## config.mk

```make
export PLATFORM = sky130hd
export DESIGN_NAME = block_transposition_cipher
export DESIGN_NICKNAME = d
export VERILOG_FILES = /design/src/rtl/core/btc_pkg.sv /design/src/rtl/core/btc_front.sv /design/src/rtl/core/btc_blkq.sv /design/src/rtl/core/btc_back.sv /design/src/rtl/core/block_transposition_cipher.sv
export SDC_FILE = /design/constraint.sdc
export NUM_CORES = 1
export LEC_CHECK = 0
export ABC_AREA = 1
export BUFFER_PORTS_ARGS = -buffer_cell sky130_fd_sc_hd__buf_2
export CAP_MARGIN = 20
export CORE_MARGIN = 4
export CORE_UTILIZATION = 50
export DETAILED_ROUTE_END_ITERATION = 12
export PLACE_DENSITY_LB_ADDON = 0.2
export SLEW_MARGIN = 20
export SYNTH_ARGS = -nofsm -noshare
export SYNTH_HDL_FRONTEND = slang
export SYNTH_HIERARCHICAL = 1
export SYNTH_SLANG_ARGS = --single-unit
```

## constraint.sdc

```tcl
create_clock -name i_clk -period 2.5 [get_ports i_clk]
set_input_delay 0.375 -clock i_clk [delete_from_list [all_inputs] [get_ports i_clk]]
set_output_delay 0.375 -clock i_clk [all_outputs]
set_load 0.1 [all_outputs]
```

## src/rtl/core/btc_pkg.sv

```systemverilog
package btc_pkg;

    localparam int MAX_BLOCK = 16;
    localparam int KEY_SLOTS = 16;
    localparam int BLK_CAP   = (MAX_BLOCK < KEY_SLOTS) ? MAX_BLOCK : KEY_SLOTS;
    localparam int POS_W     = $clog2(KEY_SLOTS);
    localparam int LEN_W     = 5;
    localparam int CHAR_W    = 8;
    localparam int KEY_W     = KEY_SLOTS * POS_W;
    localparam int CFG_IDX_W = 8;
    localparam int NBANK     = 2;

    localparam logic [CHAR_W-1:0] SPACE_CHAR = 8'h20;
    localparam logic [CHAR_W-1:0] PAD_CHAR   = 8'h78;

    localparam logic [CFG_IDX_W-1:0] CFG_BLOCK_LEN = 8'd0;
    localparam logic [CFG_IDX_W-1:0] CFG_PERM_KEY  = 8'd1;

    typedef logic [POS_W-1:0]  t_pos;
    typedef logic [LEN_W-1:0]  t_len;
    typedef logic [CHAR_W-1:0] t_char;

    // front to queue: byte write and block hand-off
    typedef struct packed {
        logic  we;
        logic  bank;
        t_pos  addr;
        t_char data;
        logic  push;
        t_len  cnt;
        logic  last;
    } t_front_req;

    // back to queue: read address and block release
    typedef struct packed {
        logic done;
        logic bank;
        t_pos addr;
    } t_back_req;

    function automatic t_len eff_len(input t_len len_raw);
        t_len len;
        len = len_raw;
        if (len_raw == '0) begin
            len = t_len'(1);
        end else if (len_raw > t_len'(BLK_CAP)) begin
            len = t_len'(BLK_CAP);
        end
        return len;
    endfunction

endpackage

```

## src/rtl/core/btc_front.sv

```systemverilog
module btc_front
    import btc_pkg::*;
(
    input  logic              i_clk,
    input  logic              i_rst_n,
    input  logic              i_push,
    input  t_char             i_char_in,
    input  logic              i_msg_end,
    input  t_len              i_len,
    input  logic              i_clr,
    input  logic [NBANK-1:0]  i_busy,
    output logic              o_full,
    output t_front_req        o_req
);

    t_len r_fill, n_fill;
    logic r_wbank, n_wbank;
    logic accept;
    logic keep;
    t_len fill_inc;

    assign o_full   = i_busy[r_wbank];
    assign accept   = i_push && !o_full;
    assign keep     = (i_char_in != SPACE_CHAR);
    assign fill_inc = r_fill + t_len'(1);

    always_comb begin
        o_req      = '0;
        o_req.bank = r_wbank;
        o_req.addr = r_fill[POS_W-1:0];
        o_req.data = i_char_in;
        n_fill     = r_fill;
        n_wbank    = r_wbank;
        if (accept) begin
            if (keep) begin
                o_req.we = 1'b1;
                n_fill   = fill_inc;
                if (fill_inc >= i_len || i_msg_end) begin
                    o_req.push = 1'b1;
                    o_req.cnt  = fill_inc;
                    o_req.last = i_msg_end;
                end
            end else if (i_msg_end && r_fill != '0) begin
                o_req.push = 1'b1;
                o_req.cnt  = r_fill;
                o_req.last = 1'b1;
            end
            if (o_req.push) begin
                n_fill  = '0;
                n_wbank = !r_wbank;
            end
        end
        if (i_clr) begin
            n_fill = '0;
        end
    end

    always_ff @(posedge i_clk) begin
        if (!i_rst_n) begin
            r_fill  <= '0;
            r_wbank <= 1'b0;
        end else begin
            r_fill  <= n_fill;
            r_wbank <= n_wbank;
        end
    end

endmodule

```

## src/rtl/core/btc_blkq.sv

```systemverilog
module btc_blkq
    import btc_pkg::*;
(
    input  logic              i_clk,
    input  logic              i_rst_n,
    input  t_front_req        i_freq,
    input  t_back_req         i_breq,
    output logic [NBANK-1:0]  o_busy,
    output t_char             o_rd_char,
    output t_len              o_desc_cnt,
    output logic              o_desc_last
);

    t_char r_buf [NBANK][KEY_SLOTS];
    t_len  r_cnt [NBANK];
    logic  r_last [NBANK];
    logic [NBANK-1:0] r_busy, n_busy;

    assign o_busy      = r_busy;
    assign o_rd_char   = r_buf[i_breq.bank][i_breq.addr];
    assign o_desc_cnt  = r_cnt[i_breq.bank];
    assign o_desc_last = r_last[i_breq.bank];

    always_comb begin
        n_busy = r_busy;
        if (i_freq.push) begin
            n_busy[i_freq.bank] = 1'b1;
        end
        if (i_breq.done) begin
            n_busy[i_breq.bank] = 1'b0;
        end
    end

    always_ff @(posedge i_clk) begin
        if (i_freq.we) begin
            r_buf[i_freq.bank][i_freq.addr] <= i_freq.data;
        end
        if (i_freq.push) begin
            r_cnt[i_freq.bank]  <= i_freq.cnt;
            r_last[i_freq.bank] <= i_freq.last;
        end
    end

    always_ff @(posedge i_clk) begin
        if (!i_rst_n) begin
            r_busy <= '0;
        end else begin
            r_busy <= n_busy;
        end
    end

    a_push_free: assert property (@(posedge i_clk) disable iff (!i_rst_n)
        i_freq.push |-> !r_busy[i_freq.bank])
        else $error("block handed to a bank still in use");

    a_done_busy: assert property (@(posedge i_clk) disable iff (!i_rst_n)
        i_breq.done |-> r_busy[i_breq.bank])
        else $error("release of a bank that holds no block");

endmodule

```

## src/rtl/core/btc_back.sv

```systemverilog
module btc_back
    import btc_pkg::*;
(
    input  logic              i_clk,
    input  logic              i_rst_n,
    input  logic [NBANK-1:0]  i_busy,
    input  t_char             i_rd_char,
    input  t_len              i_desc_cnt,
    input  logic              i_desc_last,
    input  t_len              i_len,
    input  logic [KEY_W-1:0]  i_perm_key,
    input  logic              i_pop,
    output t_back_req         o_breq,
    output logic              o_empty,
    output t_char             o_char_out,
    output logic              o_block_last,
    output logic              o_msg_last
);

    t_pos  r_pos;
    logic  r_rbank;
    logic  r_out_valid;
    t_char r_out_char;
    logic  r_out_block_last;
    logic  r_out_msg_last;
    t_pos  src;
    logic  step;
    logic  is_end;
    t_char rd_char;

    assign src     = i_perm_key[r_pos*POS_W +: POS_W];
    assign step    = i_busy[r_rbank] && (!r_out_valid || i_pop);
    assign is_end  = ({1'b0, r_pos} == (i_len - t_len'(1)));
    // positions past the real bytes of a flushed block read as padding
    assign rd_char = ({1'b0, src} < i_desc_cnt) ? i_rd_char : PAD_CHAR;

    assign o_breq.done  = step && is_end;
    assign o_breq.bank  = r_rbank;
    assign o_breq.addr  = src;
    assign o_empty      = !r_out_valid;
    assign o_char_out   = r_out_char;
    assign o_block_last = r_out_block_last;
    assign o_msg_last   = r_out_msg_last;

    always_ff @(posedge i_clk) begin
        if (step) begin
            r_out_char       <= rd_char;
            r_out_block_last <= is_end;
            r_out_msg_last   <= is_end && i_desc_last;
        end
    end

    always_ff @(posedge i_clk) begin
        if (!i_rst_n) begin
            r_pos       <= '0;
            r_rbank     <= 1'b0;
            r_out_valid <= 1'b0;
        end else begin
            if (step) begin
                r_out_valid <= 1'b1;
                if (is_end) begin
                    r_pos   <= '0;
                    r_rbank <= !r_rbank;
                end else begin
                    r_pos <= r_pos + t_pos'(1);
                end
            end else if (i_pop) begin
                r_out_valid <= 1'b0;
            end
        end
    end

    a_mid_block: assert property (@(posedge i_clk) disable iff (!i_rst_n)
        (r_pos != '0) |-> i_busy[r_rbank])
        else $error("bank released in the middle of a block");

    a_msg_in_block: assert property (@(posedge i_clk) disable iff (!i_rst_n)
        (r_out_valid && r_out_msg_last) |-> r_out_block_last)
        else $error("message end flagged off a block boundary");

endmodule

```

## src/rtl/core/block_transposition_cipher.sv

```systemverilog
// channel   direction  handshake                 payload
// input     in         push / full               i_char_in, i_msg_end
// result    out        empty / pop               o_char_out, o_block_last, o_msg_last
// config    in         i_cfg_valid / o_cfg_ready i_cfg_index, i_cfg_data
//
// one input item per cycle while the current write bank is free
// a block of L bytes leaves one byte per cycle from the output register while pop is held
// two banks let one block fill while the other drains
// full rises when both banks hold blocks awaiting output
// synchronous active-low reset; buffer contents are not cleared
module block_transposition_cipher
    import btc_pkg::*;
(
    input  logic                  i_clk,
    input  logic                  i_rst_n,
    input  logic                  push,
    output logic                  full,
    input  logic [CHAR_W-1:0]     i_char_in,
    input  logic                  i_msg_end,
    output logic                  empty,
    input  logic                  pop,
    output logic [CHAR_W-1:0]     o_char_out,
    output logic                  o_block_last,
    output logic                  o_msg_last,
    input  logic                  i_cfg_valid,
    output logic                  o_cfg_ready,
    input  logic [CFG_IDX_W-1:0]  i_cfg_index,
    input  logic [KEY_W-1:0]      i_cfg_data
);

    t_len             r_block_len;
    logic [KEY_W-1:0] r_perm_key;
    t_len             len;
    logic             len_wr;
    t_front_req       freq;
    t_back_req        breq;
    logic [NBANK-1:0] busy;
    t_char            rd_char;
    t_len             desc_cnt;
    logic             desc_last;

    assign o_cfg_ready = 1'b1;
    assign len_wr      = i_cfg_valid && (i_cfg_index == CFG_BLOCK_LEN);
    assign len         = eff_len(r_block_len);

    always_ff @(posedge i_clk) begin
        if (!i_rst_n) begin
            r_block_len <= t_len'(16);
            r_perm_key  <= '0;
        end else if (i_cfg_valid) begin
            case (i_cfg_index)
                CFG_BLOCK_LEN: r_block_len <= i_cfg_data[LEN_W-1:0];
                CFG_PERM_KEY:  r_perm_key  <= i_cfg_data;
                default:       ;
            endcase
        end
    end

    btc_front u_front (
        .i_clk     (i_clk),
        .i_rst_n   (i_rst_n),
        .i_push    (push),
        .i_char_in (i_char_in),
        .i_msg_end (i_msg_end),
        .i_len     (len),
        .i_clr     (len_wr),
        .i_busy    (busy),
        .o_full    (full),
        .o_req     (freq)
    );

    btc_blkq u_blkq (
        .i_clk       (i_clk),
        .i_rst_n     (i_rst_n),
        .i_freq      (freq),
        .i_breq      (breq),
        .o_busy      (busy),
        .o_rd_char   (rd_char),
        .o_desc_cnt  (desc_cnt),
        .o_desc_last (desc_last)
    );

    btc_back u_back (
        .i_clk        (i_clk),
        .i_rst_n      (i_rst_n),
        .i_busy       (busy),
        .i_rd_char    (rd_char),
        .i_desc_cnt   (desc_cnt),
        .i_desc_last  (desc_last),
        .i_len        (len),
        .i_perm_key   (r_perm_key),
        .i_pop        (pop),
        .o_breq       (breq),
        .o_empty      (empty),
        .o_char_out   (o_char_out),
        .o_block_last (o_block_last),
        .o_msg_last   (o_msg_last)
    );

endmodule
```

==> results.md <==
- Status: finished, final reports clean
- Mean Syn Cell Area: 9.188 um2
- Drt first pass iters: 6
- Fmax: 405.0 MHz
- CTS Buffer Depth: 3
- Pin slew with the least headroom to its limit: 812.4 ps
- Synth top area share: 50.23%
- CTS Buf Count: 38
- Starting density of the core: 50.83%
- RSZ-0062 raised after global routing: true
- First DRT Iteration DRCs: 1304
- Final core occ: 59.40%
- Worst Hold Class: primary input to flip-flop
- Antenna Cells: 0
- DR DRC count: 0
- Clock sink count: 361
- WHS Path Cells: 3
- Number of global-route vias before repair: 12.20k
- Library cells used by synthesis: 45
- Area leader, netlist: edfxtp_1
- Top cells by area, synth: edfxtp_1, nand2_1, dfxtp_1
- Synth Register Bits: 361
- Worst rel slew slack: 45.55%
- Peak supply drop: 0.5075 mV
- Synthesis Warnings: 6
- Setup violators final: 0
- Grt ovf: 0
- Post-synth EDFFs: 278
- Die area: 0.03622 mm2
- CP Capture Type: flip-flop
- FF-to-FF Start: u_back/r_pos[0]
- Ports: 99
- Via density: 5.361
- Cells after synthesis: 1809
- Global-route wire length before repair: 64340 um
- CP Max Fanout: 10
- Pleak: 0.007918 uW
- Per-cell routed wire length: 17.42 um
- R2R setup slack: 30 ps
- Die W: 190.3 um
- Worst-path clk slew: 60 ps
- Kind of critical path: flip-flop to flip-flop
- Post-synthesis async set-or-reset flop share: 0%
- Sequential area share after synthesis: 60.22%
- R2R Path End: u_back/o_char_out[3]
- Core box area: 0.03270 mm2
- Post-Place Setup Slack: -177.3 ps
- GPL Wtd Cong: 0.8710
- Number of vias in the routed layout: 12.83k
- Post-CTS Hold Buffers: 0
- Arr. time, crit path: 2720 ps
- Area delta synth->final: 16.87%
- Final Cycle Share: 98.77%
- Min Tclk post-route: 2469 ps
- Post-synth top cells: nand2_1, nand3_1, edfxtp_1
- Detailed Place HPWL: 26050 um
- CTS tree: built
- Die height: 190.3 um
- Largest net degree at the start of global routing: 77
- Total Wirelength: 41690 um
- Htree depth: 2
- Slew Limit Fails: 0
- Clock skew: 11.23 ps
- Nets: 2021
- Syn nets: 1907
- GRT Overall Usage: 21.95%
- Antenna viol nets, final: 0
- CP Data Required Time: 2750 ps
- Initial antenna violation count: 0
- Site row count: 66
- Worst skew pair latency: 520 ps
- Most frequent cell after synthesis: nand2_1
- Clock Tree Root: clkbuf_16
- Post-synthesis cell area: 0.01662 mm2
- Pwr Density: 686.6 mW/mm2
- Reg2Reg Depth: 16
- Worst Hold Launch: i_cfg_data[4]
- CP Launch Type: flip-flop
- Number of max-cap violations: 0
- Worst hold endpoint: r_block_len[4]
- Layout fillers: 2855
- Final hold vios: 0
- Share of layout cells above drive strength 1: 16.56%
- Primary FF master, synth: edfxtp_1
- Setup WS post-layout: 30.86 ps
- PortBufs: 97
-- worst max-delay path: stages, from the launching register on --
cell	delay, ps
dfxtp_4	480
buf_12	160
nand2_1	60
nand3_1	100
nand3_1	130
nand3_4	150
nand2_8	110
inv_8	130
buf_12	160
nand3_1	90
nand3_1	120
nand2_1	80
nand2_1	80
nand2_1	70
nand2_1	60
nand2_1	50
nand3b_1	170
-- where the power goes --
group	switching, uW	internal (uW)
logic	971	496
clock network	2260	3050
registers	34.8	6530
total	3260	10100
-- worst max-delay path by stage --
stage                           endpoint  slack [ps]  cells past startpoint               from
detailed placement   u_blkq/r_buf[0][41]        -180                      8       i_char_in[3]
CTS                  u_blkq/r_buf[1][36]           1                      8    u_front/r_wbank
global placement     u_blkq/r_buf[0][57]        -250                      8       i_char_in[3]
floorplan             u_blkq/r_cnt[0][0]          40                     13  u_front/r_fill[0]
global route        u_back/o_char_out[1]         -80                     12    u_back/r_pos[0]
finish              u_back/o_char_out[3]          30                     16    u_back/r_pos[0]
-- flip-flops by register name (all words and copies together) (netlist names) --
name,flops
r_block_len,5
r_perm_key,64
u_back/o_block_last,1
u_back/o_char_out,8
u_back/o_msg_last,1
u_back/r_out_valid,1
u_back/r_pos,4
u_back/r_rbank,1
u_blkq/o_busy,2
u_blkq/r_buf,256
u_blkq/r_cnt,10
u_blkq/r_last,2
u_front/r_fill,5
u_front/r_wbank,1
-- cell families (layout without fill, tap and decap cells) --
| logic type | count (synthesis) | after routing | synth area share (%) |
|---|---|---|---|
| adders and majority gates | 12 | 12 | 0.9033 |
| AOI/OAI and AO/OA | 131 | 131 | 4.359 |
| xor gates and xnor gates | 5 | 5 | 0.2635 |
| DFF | 361 | 361 | 60.22 |
| buffers and inverters | 273 | 415 | 7.980 |
| and+or+nand+nor | 1026 | 1026 | 26.25 |
| other | 1 | 1 | 0.02256 |
-- per-layer routing --
metal  GRT usage [%]  up-vias  routed length [um]
met4           5.110        0                 681
met2           35.01      494               19580
met5               0        -                   0
li1                -     6224                   -
met3           3.314       59                3109
met1           32.07     6053               18320
-- per-stage QoR --
step	cell area, um2	setup TNS, ps	hold slack [ps]	total power [uW]	std cells
after floorplan	16620	0	446.2	7531	1809
final	19420	0	165.8	13340	2393
after CTS	18920	0	150.0	13260	2376
after global placement	17670	-3741	461.8	7955	2306
after global routing	19420	-821.0	170.2	13800	2393
after detailed placement	17680	-4666	468.1	7968	2306
-- what timing repair did --
action,in CTS,in global routing
pin swaps,0,15
gates resized for setup,8,64
cloned,2,8
endpoints found under the setup margin,22,30
buffers inserted,0,10
-- area by class of cell --
cell class | instances | area, um2 | area share [%]
clock buffers | 52 | 1080 | 5.559
clock inverters | 16 | 103.9 | 0.5346
inverters | 151 | 605.6 | 3.118
multi-input cells | 1175 | 5480 | 28.21
flip-flops and latches | 361 | 10020 | 51.59
well taps | 442 | 553.0 | 2.847
repair buffers | 195 | 1575 | 8.109
repair inverters | 1 | 6.256 | 0.03221
-- placed cells by master (no fill, tap or decap), types with 9 or more instances in the layout --
cell type,instances
clkbuf_16,47
edfxtp_1,278
nand3_1,281
nor3_1,9
inv_1,139
a21oi_1,80
nor2_1,153
buf_2,98
nand2_1,529
o21ai_0,23
buf_4,68
buf_12,15
clkinv_2,10
ha_1,9
o221ai_1,10
nand2_2,13
dfxtp_1,78
Note: power is estimated with default switching activity, not from simulation.
